==> src/rtl/core/idle_cpu_wake_selector_top_assert.svh <==
// assertion macros for the idle cpu wake selector
// used by idle_cpu_wake_selector_top; expects clk and rst_n in scope
`ifndef IDLE_CPU_WAKE_SELECTOR_TOP_ASSERT_SVH
`define IDLE_CPU_WAKE_SELECTOR_TOP_ASSERT_SVH

// condition implies consequence in the same cycle
`define ICWS_ASSERT_SAME(label, ante, cons, msg) \
    label: assert property (@(posedge clk) disable iff (!rst_n) (ante) |-> (cons)) \
        else $error(msg);

// condition implies consequence in the next cycle
`define ICWS_ASSERT_NEXT(label, ante, cons, msg) \
    label: assert property (@(posedge clk) disable iff (!rst_n) (ante) |=> (cons)) \
        else $error(msg);

`endif

==> src/rtl/core/icws_pkg.sv <==
// shared types and constants for the idle cpu wake selector
// no dependencies; imported by icws_ctrl, icws_datapath and the top level
package icws_pkg;

    localparam int ICWS_MAX_CPUS = 16;

    localparam int CFG_DATA_W  = 32;
    localparam int CFG_IDX_W   = 2;
    localparam int ONLINE_W    = 5;
    localparam int CPU_IDX_W   = 4;
    localparam int TIME_W      = 64;
    localparam int RUNNABLE_W  = 10;
    localparam int MASK_W      = 16;
    localparam int COUNT_W     = 4;

    localparam logic [ONLINE_W-1:0] ONLINE_RESET = 5'd16;

    // configuration register indexes
    localparam logic [CFG_IDX_W-1:0] CFG_WAKE_ENABLE = 2'd0;
    localparam logic [CFG_IDX_W-1:0] CFG_CPUS_ONLINE = 2'd1;
    localparam logic [CFG_IDX_W-1:0] CFG_IMMINENT    = 2'd2;

    typedef enum logic [1:0] {
        ACT_MARK     = 2'd0,
        ACT_CLEAR    = 2'd1,
        ACT_DEADLINE = 2'd2,
        ACT_WAKE     = 2'd3
    } action_t;

    // controller to datapath
    typedef struct packed {
        logic capture;
        logic apply;
        logic scan_issue;
        logic scan_eval;
        logic load_out;
    } icws_cmd_t;

    // datapath to controller
    typedef struct packed {
        logic needs_scan;
        logic scan_done;
    } icws_status_t;

endpackage

==> src/rtl/core/idle_cpu_wake_selector_top.sv <==
// mark, clear and set-deadline words pass through decode and done; a wake request that
//   scans also passes through the scan state (pipelined memory reads); only one word is
//   in flight, and a new one is accepted only when the sequencer is back in idle
// reset: waiting flags, pointer and deadline valid bits clear, config to enable 1,
//   16 online, 0 ticks; deadlines read all ones until written, no clearing pass
// top level of the idle cpu wake selector; depends on icws_pkg, icws_ctrl, icws_datapath
module idle_cpu_wake_selector_top
    import icws_pkg::*;
#(
    parameter int MAX_CPUS = ICWS_MAX_CPUS
)
(
    input  logic                  clk,
    input  logic                  rst_n,
    // configuration write port
    input  logic                  cfg_write,
    input  logic [CFG_IDX_W-1:0]  cfg_index,
    input  logic [CFG_DATA_W-1:0] cfg_data,
    // input words
    input  logic                  in_valid,
    output logic                  in_ready,
    input  logic [1:0]            action,
    input  logic [CPU_IDX_W-1:0]  cpu_index,
    input  logic [TIME_W-1:0]     time_value,
    input  logic [RUNNABLE_W-1:0] runnable_count,
    // result words
    output logic                  out_valid,
    input  logic                  out_ready,
    output logic [MASK_W-1:0]     wake_mask,
    output logic [COUNT_W-1:0]    woken_count,
    output logic                  was_waiting
);

    `include "idle_cpu_wake_selector_top_assert.svh"

    icws_cmd_t    cmd;
    icws_status_t status;

    // sequencer: idle, decode, scan, done; owns the result valid flag
    icws_ctrl u_ctrl (
        .clk       (clk),
        .rst_n     (rst_n),
        .in_valid  (in_valid),
        .in_ready  (in_ready),
        .out_valid (out_valid),
        .out_ready (out_ready),
        .status    (status),
        .cmd       (cmd)
    );

    // config registers, waiting flags, deadline memory, round-robin scan and
    // the result register that decouples the two sides
    icws_datapath #(
        .MAX_CPUS (MAX_CPUS)
    ) u_datapath (
        .clk            (clk),
        .rst_n          (rst_n),
        .cfg_write      (cfg_write),
        .cfg_index      (cfg_index),
        .cfg_data       (cfg_data),
        .action         (action),
        .cpu_index      (cpu_index),
        .time_value     (time_value),
        .runnable_count (runnable_count),
        .cmd            (cmd),
        .status         (status),
        .wake_mask      (wake_mask),
        .woken_count    (woken_count),
        .was_waiting    (was_waiting)
    );

    // an accepted word moves the sequencer out of idle
    `ICWS_ASSERT_NEXT(a_leave_idle, in_valid && in_ready, !in_ready, "accept did not leave idle")
    // result register only loads when its slot is free
    `ICWS_ASSERT_SAME(a_no_overwrite, cmd.load_out, !out_valid || out_ready,
                      "result overwritten before taken")
    // a word either reports a previous flag or wakes cpus, never both
    `ICWS_ASSERT_SAME(a_result_kind, out_valid, !(was_waiting && (wake_mask != '0)),
                      "mixed result kinds")
    // with at most 16 cpus the count matches the mask
    `ICWS_ASSERT_SAME(a_count_mask, out_valid,
                      ($countones(wake_mask) == int'(woken_count)) || (MAX_CPUS > MASK_W),
                      "woken count disagrees with mask")

endmodule

==> src/rtl/core/icws_ctrl.sv <==
// control state machine of the idle cpu wake selector
// depends on icws_pkg (command and status structs)
module icws_ctrl
    import icws_pkg::*;
(
    input  logic         clk,
    input  logic         rst_n,
    input  logic         in_valid,
    output logic         in_ready,
    output logic         out_valid,
    input  logic         out_ready,
    input  icws_status_t status,
    output icws_cmd_t    cmd
);

    typedef enum logic [4:0] {
        S_IDLE   = 5'b00001,
        S_DECODE = 5'b00010,
        S_SCAN   = 5'b00100,
        S_DONE   = 5'b01000,
        S_SPARE  = 5'b10000
    } state_t;

    state_t state_reg;
    state_t state_next;
    logic   out_valid_reg;
    logic   out_valid_next;
    logic   slot_free;

    assign slot_free = !out_valid_reg || out_ready;

    always_comb
    begin
        state_next = state_reg;
        cmd        = '0;
        case (state_reg)
            S_IDLE:
            begin
                if (in_valid)
                begin
                    cmd.capture = 1'b1;
                    state_next  = S_DECODE;
                end
            end
            S_DECODE:
            begin
                if (status.needs_scan)
                begin
                    cmd.scan_issue = 1'b1;
                    state_next     = S_SCAN;
                end
                else
                begin
                    cmd.apply  = 1'b1;
                    state_next = S_DONE;
                end
            end
            S_SCAN:
            begin
                cmd.scan_issue = 1'b1;
                cmd.scan_eval  = 1'b1;
                if (status.scan_done)
                begin
                    state_next = S_DONE;
                end
            end
            S_DONE:
            begin
                if (slot_free)
                begin
                    cmd.load_out = 1'b1;
                    state_next   = S_IDLE;
                end
            end
            default:
            begin
                state_next = S_IDLE;
            end
        endcase
    end

    always_comb
    begin
        if (cmd.load_out)
        begin
            out_valid_next = 1'b1;
        end
        else if (out_ready)
        begin
            out_valid_next = 1'b0;
        end
        else
        begin
            out_valid_next = out_valid_reg;
        end
    end

    always_ff @(posedge clk or negedge rst_n)
    begin
        if (!rst_n)
        begin
            state_reg     <= S_IDLE;
            out_valid_reg <= 1'b0;
        end
        else
        begin
            state_reg     <= state_next;
            out_valid_reg <= out_valid_next;
        end
    end

    assign in_ready  = (state_reg == S_IDLE);
    assign out_valid = out_valid_reg;

endmodule

==> src/rtl/core/icws_datapath.sv <==
// datapath of the idle cpu wake selector: config, flags, deadline memory, scan
// depends on icws_pkg; driven by icws_ctrl through icws_cmd_t
module icws_datapath
    import icws_pkg::*;
#(
    parameter int MAX_CPUS = ICWS_MAX_CPUS
)
(
    input  logic                  clk,
    input  logic                  rst_n,
    input  logic                  cfg_write,
    input  logic [CFG_IDX_W-1:0]  cfg_index,
    input  logic [CFG_DATA_W-1:0] cfg_data,
    input  logic [1:0]            action,
    input  logic [CPU_IDX_W-1:0]  cpu_index,
    input  logic [TIME_W-1:0]     time_value,
    input  logic [RUNNABLE_W-1:0] runnable_count,
    input  icws_cmd_t             cmd,
    output icws_status_t          status,
    output logic [MASK_W-1:0]     wake_mask,
    output logic [COUNT_W-1:0]    woken_count,
    output logic                  was_waiting
);

    localparam int PTR_W = $clog2(MAX_CPUS);
    localparam int CNT_W = $clog2(MAX_CPUS + 1);

    // configuration
    logic                  wake_enable_reg;
    logic [ONLINE_W-1:0]   cpus_online_reg;
    logic [CFG_DATA_W-1:0] imminent_reg;

    // per cpu state
    logic [MAX_CPUS-1:0]   wait_reg;
    logic [MAX_CPUS-1:0]   dl_valid_reg;
    logic [TIME_W-1:0]     dl_mem [MAX_CPUS];
    logic [PTR_W-1:0]      next_cpu_reg;

    // captured word
    action_t               action_reg;
    logic [CPU_IDX_W-1:0]  idx_reg;
    logic [TIME_W-1:0]     time_reg;
    logic [TIME_W-1:0]     limit_reg;
    logic                  needs_scan_reg;

    // scan
    logic [PTR_W-1:0]      iss_ptr_reg;
    logic [CNT_W-1:0]      iss_left_reg;
    logic [PTR_W-1:0]      eval_ptr_reg;
    logic [CNT_W-1:0]      eval_left_reg;
    logic                  eval_vld_reg;
    logic [TIME_W-1:0]     rd_data_reg;
    logic                  rd_valid_reg;
    logic [CNT_W-1:0]      quota_reg;
    logic [CNT_W-1:0]      count_reg;
    logic [MASK_W-1:0]     mask_reg;
    logic                  was_reg;

    // result
    logic [MASK_W-1:0]     out_mask_reg;
    logic [COUNT_W-1:0]    out_count_reg;
    logic                  out_was_reg;

    logic [CNT_W-1:0]      eff_online;
    logic [PTR_W-1:0]      start_ptr;
    logic [CNT_W-1:0]      quota_init;
    logic                  scan_ok;
    logic                  idx_ok;
    logic [PTR_W-1:0]      idx_p;
    logic [PTR_W-1:0]      iss_ptr_inc;
    logic [PTR_W-1:0]      eval_ptr_inc;
    logic [TIME_W-1:0]     dl_eff;
    logic                  hit;
    logic                  dl_we;

    assign eff_online = (32'(cpus_online_reg) > 32'(MAX_CPUS)) ? CNT_W'(MAX_CPUS)
                                                             : CNT_W'(cpus_online_reg);
    assign start_ptr  = (CNT_W'(next_cpu_reg) >= eff_online) ? '0 : next_cpu_reg;
    assign quota_init = (32'(runnable_count) >= 32'(eff_online))
                      ? CNT_W'(eff_online - 1'b1) : CNT_W'(runnable_count);
    assign scan_ok    = wake_enable_reg && (runnable_count != '0) && (eff_online > CNT_W'(1));

    assign idx_ok = (32'(idx_reg) < 32'(MAX_CPUS));
    assign idx_p  = PTR_W'(idx_reg);
    assign dl_we  = cmd.apply && (action_reg == ACT_DEADLINE) && idx_ok;

    // ring successor within the online cpus
    assign iss_ptr_inc  = ((CNT_W'(iss_ptr_reg) + 1'b1) == eff_online) ? '0
                        : PTR_W'(iss_ptr_reg + 1'b1);
    assign eval_ptr_inc = ((CNT_W'(eval_ptr_reg) + 1'b1) == eff_online) ? '0
                        : PTR_W'(eval_ptr_reg + 1'b1);

    assign dl_eff = rd_valid_reg ? rd_data_reg : '1;
    assign hit    = eval_vld_reg && wait_reg[eval_ptr_reg] && (dl_eff > limit_reg);

    assign status.needs_scan = needs_scan_reg;
    assign status.scan_done  = eval_vld_reg
                             && ((eval_left_reg == CNT_W'(1))
                                 || (hit && (quota_reg == CNT_W'(1))));

    always_ff @(posedge clk or negedge rst_n)
    begin
        if (!rst_n)
        begin
            wake_enable_reg <= 1'b1;
            cpus_online_reg <= ONLINE_RESET;
            imminent_reg    <= '0;
            wait_reg        <= '0;
            dl_valid_reg    <= '0;
            next_cpu_reg    <= '0;
            eval_vld_reg    <= 1'b0;
        end
        else
        begin
            if (cfg_write)
            begin
                case (cfg_index)
                    CFG_WAKE_ENABLE: wake_enable_reg <= cfg_data[0];
                    CFG_CPUS_ONLINE: cpus_online_reg <= cfg_data[ONLINE_W-1:0];
                    CFG_IMMINENT:    imminent_reg    <= cfg_data;
                    default:         ;
                endcase
            end

            if (cmd.apply && idx_ok)
            begin
                if (action_reg == ACT_MARK)
                begin
                    wait_reg[idx_p] <= 1'b1;
                end
                else if (action_reg == ACT_CLEAR)
                begin
                    wait_reg[idx_p] <= 1'b0;
                end
            end

            if (dl_we)
            begin
                dl_valid_reg[idx_p] <= 1'b1;
            end

            eval_vld_reg <= cmd.scan_issue && (iss_left_reg != '0);

            if (cmd.scan_eval && hit)
            begin
                wait_reg[eval_ptr_reg] <= 1'b0;
                next_cpu_reg           <= eval_ptr_inc;
            end
        end
    end

    // deadline memory, one write and one registered read port
    always_ff @(posedge clk)
    begin
        if (dl_we)
        begin
            dl_mem[idx_p] <= time_reg;
        end
        rd_data_reg <= dl_mem[iss_ptr_reg];
    end

    always_ff @(posedge clk)
    begin
        rd_valid_reg <= dl_valid_reg[iss_ptr_reg];

        if (cmd.capture)
        begin
            action_reg     <= action_t'(action);
            idx_reg        <= cpu_index;
            time_reg       <= time_value;
            limit_reg      <= time_value + TIME_W'(imminent_reg);
            needs_scan_reg <= (action_t'(action) == ACT_WAKE) && scan_ok;
            iss_ptr_reg    <= start_ptr;
            iss_left_reg   <= eff_online;
            eval_left_reg  <= eff_online;
            quota_reg      <= quota_init;
            count_reg      <= '0;
            mask_reg       <= '0;
            was_reg        <= 1'b0;
        end

        if (cmd.apply && idx_ok
            && ((action_reg == ACT_MARK) || (action_reg == ACT_CLEAR)))
        begin
            was_reg <= wait_reg[idx_p];
        end

        if (cmd.scan_issue && (iss_left_reg != '0))
        begin
            iss_ptr_reg  <= iss_ptr_inc;
            iss_left_reg <= iss_left_reg - 1'b1;
            eval_ptr_reg <= iss_ptr_reg;
        end

        if (cmd.scan_eval && eval_vld_reg)
        begin
            eval_left_reg <= eval_left_reg - 1'b1;
            if (hit)
            begin
                quota_reg <= quota_reg - 1'b1;
                count_reg <= count_reg + 1'b1;
                if (32'(eval_ptr_reg) < 32'(MASK_W))
                begin
                    mask_reg[4'(eval_ptr_reg)] <= 1'b1;
                end
            end
        end

        if (cmd.load_out)
        begin
            out_mask_reg  <= mask_reg;
            out_count_reg <= COUNT_W'(count_reg);
            out_was_reg   <= was_reg;
        end
    end

    assign wake_mask   = out_mask_reg;
    assign woken_count = out_count_reg;
    assign was_waiting = out_was_reg;

endmodule

==> config.mk <==
export PLATFORM = sky130hd
export DESIGN_NAME = idle_cpu_wake_selector_top
export DESIGN_NICKNAME = d
export VERILOG_FILES = /design/src/rtl/core/icws_pkg.sv /design/src/rtl/core/idle_cpu_wake_selector_top.sv /design/src/rtl/core/icws_ctrl.sv /design/src/rtl/core/icws_datapath.sv
export VERILOG_INCLUDE_DIRS = /design/src /design/src/rtl/core
export SDC_FILE = /design/constraint.sdc
export NUM_CORES = 2
export LEC_CHECK = 0
export BUFFER_PORTS_ARGS = -buffer_cell sky130_fd_sc_hd__buf_2
export CAP_MARGIN = 20
export CORE_MARGIN = 4
export CORE_UTILIZATION = 62
export CTS_CLUSTER_DIAMETER = 150
export CTS_CLUSTER_SIZE = 20
export DETAILED_ROUTE_END_ITERATION = 6
export GPL_ROUTABILITY_DRIVEN = 0
export HOLD_SLACK_MARGIN = 0.08
export PLACE_DENSITY = 0.8
export SETUP_SLACK_MARGIN = 0.2
export SLEW_MARGIN = 5
export SYNTH_ARGS = -nofsm -noshare
export SYNTH_HDL_FRONTEND = slang
export SYNTH_HIERARCHICAL = 1
export SYNTH_SLANG_ARGS = --single-unit
==> constraint.sdc <==
create_clock -name clk -period 8.45 [get_ports clk]
set_input_delay 2.1125 -clock clk [delete_from_list [all_inputs] [get_ports clk]]
set_output_delay 2.1125 -clock clk [all_outputs]
set_load 0.05 [all_outputs]
== After elaboration in Yosys (flattened, before gate mapping) ==
Memories as Yosys holds them, arrays and structs flattened. A register that Yosys moved wholly into a read port is not among the register bits.
Cells that the tools add are included.

* Word-level logic and storage cells: 154
* Output and inout bits: 23
* Memories kept: 1
* Bits of input ports: 119
* Flip-flop bits (word level): 283
* Bits in writable memories: 1,024

{| class="wikitable"
|+ Memories
! memory !! depth !! width !! rd ports !! clocked after Yosys merged registers in !! wr ports !! line !! source
|-
| u_datapath.dl_mem || 16 || 64 || 1 || 1 || 1 || icws_datapath.sv:36 || <nowiki>logic [TIME_W-1:0] dl_mem [MAX_CPUS];</nowiki>
|}

* Bitwise logic cells: 7
* Reduce and logical (&&, ||, !) cells: 30
* Add/sub/neg operators: 10
* Magnitude comparators: 10
* Muxes and demuxes: 54
* Equality and inequality tests: 16

{| class="wikitable"
|+ Operators with widths
! operator !! number
|-
| 16-bit two-way mux || 7
|-
| 5-bit two-way mux || 14
|-
| 64-bit by 32-bit adder with 64-bit output || 1
|-
| 64-bit greater-than comparator || 1
|-
| 64-bit two-way mux || 1
|-
| 16-bit OR || 3
|-
| 16-bit bitwise AND || 2
|-
| 16-bit inverter || 2
|-
| 4-bit two-way mux || 6
|-
| 5-bit one-hot mux with 4 select lines || 1
|-
| 5-bit by 1-bit subtractor with 5-bit output, second input constant || 4
|-
| 1-bit two-way mux || 19
|-
| 5-bit by 1-bit equality test with 1-bit output, second input constant || 3
|-
| 4-bit by 5-bit < comparator with 1-bit output, second input constant || 3
|-
| 1-bit logical AND || 14
|-
| 1-bit binary-select mux with 4-bit select || 3
|-
| 4-bit by 1-bit adder with 5-bit output, second input constant || 2
|-
| 5-bit equality test || 2
|-
| 10-bit by 5-bit greater-or-equal comparator with 1-bit output || 1
|-
| 10-bit nonzero test || 1
|-
| 4-bit by 1-bit adder with 4-bit output, second input constant || 2
|-
| 1-bit demux with 4-bit select || 2
|-
| 4-bit by 1-bit greater-or-equal comparator with 1-bit output, second input constant || 2
|-
| 2-bit nonzero test || 4
|-
| 18 further kinds || 27
|}

== Depth between registers and ports, before layout ==
* Depth in word-level cells: 11
* Mapped depth: 15
* Depth with buffers taken out: 13

== By module ==
The synthesis kept the hierarchy.

{| class="wikitable"
|+ By module, submodules not included
! module !! area an instance (um2) !! cells each !! times used
|-
| icws_datapath || 54,616.1 || 2,842 || 1
|-
| icws_ctrl || 312.8 || 34 || 1
|}

== Worst setup path after synthesis ==
No wires, ideal clock.

* Kind: in2reg
* From: input port in_valid
* To: register u_datapath.iss_left_reg[0], enable pin
* Path slack: 1.131 ns
* Cell stages on the path: 4
* Library setup time: 0.334 ns
* Arrival: 6.984 ns
* Path buffers: 1
* Cell sequence: and2_1 -> clkinv_1 -> clkbuf_1 -> nand2_1

* Cells in the longest elaborated chain, start to end: 3

{| class="wikitable"
|+ Ends and longest elaborated chain
! what !! line !! source
|-
| start: declaration || idle_cpu_wake_selector_top.sv:20 || <nowiki>input logic in_valid,</nowiki>
|-
| 1-bit two-way mux || icws_ctrl.sv:39 || <nowiki>if (in_valid)</nowiki>
|-
| 1-bit two-way mux || icws_ctrl.sv:36 || <nowiki>case (state_reg)</nowiki>
|-
| 2-bit nonzero test (no line) || n/a ||
|-
| end signal: assignment || icws_datapath.sv:174 || <nowiki>iss_left_reg <= eff_online;</nowiki>
|-
| end signal: assignment || icws_datapath.sv:191 || <nowiki>iss_left_reg <= iss_left_reg - 1'b1;</nowiki>
|-
| end: declaration || icws_datapath.sv:48 || <nowiki>logic [CNT_W-1:0] iss_left_reg;</nowiki>
|}

Every way passes these cells.
A chain may end at the register's enable or synchronous reset.

== Final worst setup path ==
* From: input port time_value[2]
* To: register u_datapath.limit_reg[53], data pin

* Cells in the longest elaborated chain, start to end: 1

{| class="wikitable"
|+ Ends and longest elaborated chain
! what !! line !! source
|-
| start: declaration || idle_cpu_wake_selector_top.sv:24 || <nowiki>input logic [TIME_W-1:0] time_value,</nowiki>
|-
| 64-bit by 32-bit adder with 64-bit output || icws_datapath.sv:171 || <nowiki>limit_reg <= time_value + TIME_W'(imminent_reg);</nowiki>
|-
| end signal: assignment || icws_datapath.sv:171 ||
|-
| end: declaration || icws_datapath.sv:43 || <nowiki>logic [TIME_W-1:0] limit_reg;</nowiki>
|}

Every way passes these cells.

==> flow_results.org <==
** Yosys
- Number of library cell types mapped by synthesis :: 77
- Counting flops with an async set or reset pin after synthesis yields a share of 5.844%.
- Count of warnings emitted by yosys :: 6
- The synthesized design spends more area on one cell type than any other, namely sky130_fd_sc_hd__edfxtp_1.
- Mean instance size in the synthesized netlist :: 19.10 um^2
- Area share of the largest cell type after synthesis :: around two thirds
- After synthesis, the cell types taking the most area are sky130_fd_sc_hd__edfxtp_1, sky130_fd_sc_hd__mux4_2, sky130_fd_sc_hd__dfrtp_1.
- Cell area after synthesis :: 54930 um^2
- The synthesized design contains around 1200 enable-type register cells.
- Synthesis produced a netlist whose cell count is 2876.
- Register area share after synthesis :: 72.48%
- Syn_nets :: ~3100
- In the synthesized netlist the dominant register cell turns out to be sky130_fd_sc_hd__edfxtp_1.
- The synthesized design contains 1369 register bits.

** Critical path
- CP max FO :: 16
- The slowest stage of the critical path belongs to the cell sky130_fd_sc_hd__a31oi_2.
- Counting both buffers and inverters, the worst setup path holds a total of 1.
- Reg2reg path depth :: 13
- Class of the most critical setup path :: in -> reg
- Worst path arrival time :: approximately 5.8 ns
- Worst-case register-to-register setup slack :: around 3.4 ns
- The endpoint identified for the worst register-to-register timing path is u_datapath/quota_reg[4].
- The critical path crosses 10 cells after its start point.
- Grouping stages by cell kind, the critical path spends the most delay in compound AO/OA/AOI/OAI gates.
- Reg-to-Reg Start :: u_datapath/rd_valid_reg
- CP Capture Type :: flop
- In this run the worst setup path begins at time_value[2].
- Highest cell delay on the worst timing path :: 0.97 ns
- Data on the critical path is required at its endpoint by between 8 and 9 ns.
- The critical path ends at u_datapath/limit_reg[53].
- The signal on the critical path passes through buf_2 > ha_1 > o21ai_0 > o21ai_0 > a31oi_1 > nor3_1 > a31oi_1 > a31oi_2 > nand4_1 > xnor2_1.
- STA classifies the critical path startpoint as a primary input.

** STA
- Hold is met by roughly 0.44 ns.
- Of the available clock period, the critical path in the final layout requires a little under two thirds.
- Slew Limit Fails :: 0
- Setup TNS :: 0 ns
- After layout, the minimum clock period comes to about 5.4 ns.
- For the pin with the worst max-slew slack, the measured transition is between 1 and 1.5 ns.
- Across the routed clock network, the largest skew measured is around 0.024 ns.
- The final-report hold violation count is 0.
- Unrepaired setup endpoints after global routing :: no
- Max-Slew Margin vs Limit :: 25.43%
- Final count of negative-setup-slack endpoints :: 0
- Timing-limited maximum frequency :: around 0.19 GHz
- Once routing completed, OpenROAD measured the worst setup slack at 3.046 ns.

** Die
- Initial Utilization :: 62.92%
- In this run the standard cell core region covers approximately 87000 um^2.
- Number of standard-cell rows in the floorplan :: 108
- Boundary pin count :: between 100 and 150
- Die X :: approximately 310 um
- Die Y-Extent :: 305.7 um
- Die Outline Area :: 93420 um^2

** GRT
- Entering global routing, the biggest net connects between 100 and 150 pins.
- Overall routing resource usage :: 26.34%
- Summed over all layers, the global routing overflow is 0.
- The via count of the first global-routing pass came to 28520.
- Wire length of the first global-routing pass :: between 150000 and 200000 um
- The initial antenna violation count came to 8.

** Clock tree
- Clock latency on the worst-skew pair :: ~0.65 ns
- CTS Buf Count :: 78
- The clock net in this run drives a total of around 1400 sinks.
- Register clock-pin slew on the reported worst setup and hold paths :: roughly 0.090 ns
- CTS placed an instance of sky130_fd_sc_hd__clkbuf_16 at the clock tree root.
- In this run, post-CTS repair resized a total of 0 instances.
- Post-CTS setup buffer count :: 0
- The H-tree was split into 3 levels.
- The longest clock path from root to sink contains 3 buffers.
- Clock tree from TritonCTS :: built
- Hold_buf cts :: 0

** Routing
- The first routing iteration left around 3700 violations.
- Final WL :: 122100 um
- The count of nets left with antenna violations once routing finished came out at 0.
- After detailed routing, the number of remaining DRC violations is 0.
- DR WL/cell :: approximately 29 um
- Vias per std cell :: 6.616
- For this block, the via count after detailed routing is roughly 28000.
- Number of detailed-route iterations in the first pass :: 5

** Run status
- Result of the run :: completed

** Pwr
- Summed over all cells, the static leakage comes to 19.64 nW.
- After layout, the design draws a total of ~16 mW.
- Power spread over the standard cell area amounts to ~270 nW/um^2.
- The worst-case IR drop observed on VDD is roughly 0.25 mV.

** Flow run
- Max-cap violations in this run came to 0.

** Layout
- Fraction of final layout cells sized beyond drive strength 1 :: around 23%
- Post-layout net count :: roughly 3300
- From synthesis to final layout, the design area changed by 8.130%.
- Most flop-heavy register :: u_datapath/dl_mem
- The register with the most flip-flops in the layout has roughly 1000 of them.

** Place
- HPWL after detailed placement :: between 60000 and 70000 um
- OpenSTA, run right after detailed placement, puts the worst setup slack at 2.558 ns.
- Number of port buffers :: approximately 140

** Min path
- The path class of the tightest hold or removal check is reg -> reg.
- Worst Hold Path Cells :: 0
[layout by cell type, fill, tap and decap left out, drive strengths merged, types with 61 or more instances in the layout]
master     n
dfxtp     90
nand2b    78
buf      188
ha       118
dfrtp     77
edfxtp  1199
a21oi     75
mux4     335
nor2      86
clkbuf   139
xnor2     61
inv       99
nand2    102
[synthesized netlist by cell type, types with 14 or more instances]
cell type	number
sky130_fd_sc_hd__buf_1	24
sky130_fd_sc_hd__mux4_2	335
sky130_fd_sc_hd__dfxtp_1	90
sky130_fd_sc_hd__inv_1	99
sky130_fd_sc_hd__o21ai_0	50
sky130_fd_sc_hd__nand4_1	28
sky130_fd_sc_hd__clkbuf_1	89
sky130_fd_sc_hd__xnor2_1	61
sky130_fd_sc_hd__a21o_1	17
sky130_fd_sc_hd__a21oi_1	75
sky130_fd_sc_hd__dfrtp_1	77
sky130_fd_sc_hd__nand2_1	102
sky130_fd_sc_hd__nand3_1	49
sky130_fd_sc_hd__a31oi_1	21
sky130_fd_sc_hd__xor2_1	20
sky130_fd_sc_hd__nor2_1	86
sky130_fd_sc_hd__nor3_1	22
sky130_fd_sc_hd__or2_2	19
sky130_fd_sc_hd__edfxtp_1	1199
sky130_fd_sc_hd__and3_1	14
sky130_fd_sc_hd__nand2b_1	77
sky130_fd_sc_hd__mux2_2	48
sky130_fd_sc_hd__ha_1	118
[worst min-delay path by stage]
| stage | from | endpoint |
|---|---|---|
| 3_5_place_dp | u_datapath/mask_reg[6] | u_datapath/wake_mask[6] |
| 3_3_place_gp | u_datapath/was_reg | u_datapath/was_waiting |
| 4_1_cts | u_datapath/mask_reg[6] | u_datapath/wake_mask[6] |
| 6_report | u_datapath/mask_reg[6] | u_datapath/wake_mask[6] |
| 2_1_floorplan | u_datapath/was_reg | u_datapath/was_waiting |
| 5_1_grt | u_datapath/mask_reg[9] | u_datapath/wake_mask[9] |
[through the flow]
stage / instances / utilization, % / instance area, um^2
finish: 4237 / 68.04 / 59390
global route: 4235 / 68.03 / 59390
CTS: 4230 / 67.94 / 59300
detailed placement: 4091 / 65.35 / 57050
global placement: 4091 / 65.35 / 57050
floorplan: 2876 / - / 54930
[cell type report]
class	instances	area, um^2
sequential	1369	39810
fill	5441	27900
multi-input combinational	1281	14350
clock buffer	138	2241
tap	1155	1445
timing repair buffer	189	1141
inverter	102	382.9
clock inverter	1	16.27
antenna	2	5.005
[routing by layer]
layer / part of all wire [%] / GRT usage [%] / up-vias
li1: - / - / 11770
met1: 38 / 37.62 / 14500
met2: 50 / 44.06 / 1544
met3: 9.1 / 3.711 / 217
met4: 2.5 / 6.541 / 8
met5: 0.038 / 0 / -
[where the power goes]
part	switching, mW	leakage (nW)	internal, mW	total, mW
Combinational	1.66	5.95	1.53	3.20
Sequential	0.527	12.6	8.20	8.72
Clock	2.06	1.07	1.81	3.87
Total	4.25	19.6	11.5	15.8
[cells by family after synthesis]
kind of cell | Yosys count | synth area share (%)
xor+xnor | 81 | 1.292
flops | 1369 | 72.48
fa+ha+maj | 119 | 2.724
compound gates | 243 | 2.882
buf+inv | 226 | 1.601
simple gates | 452 | 4.248
mux | 386 | 14.77
No activity file was read; power rests on OpenSTA's default activity.
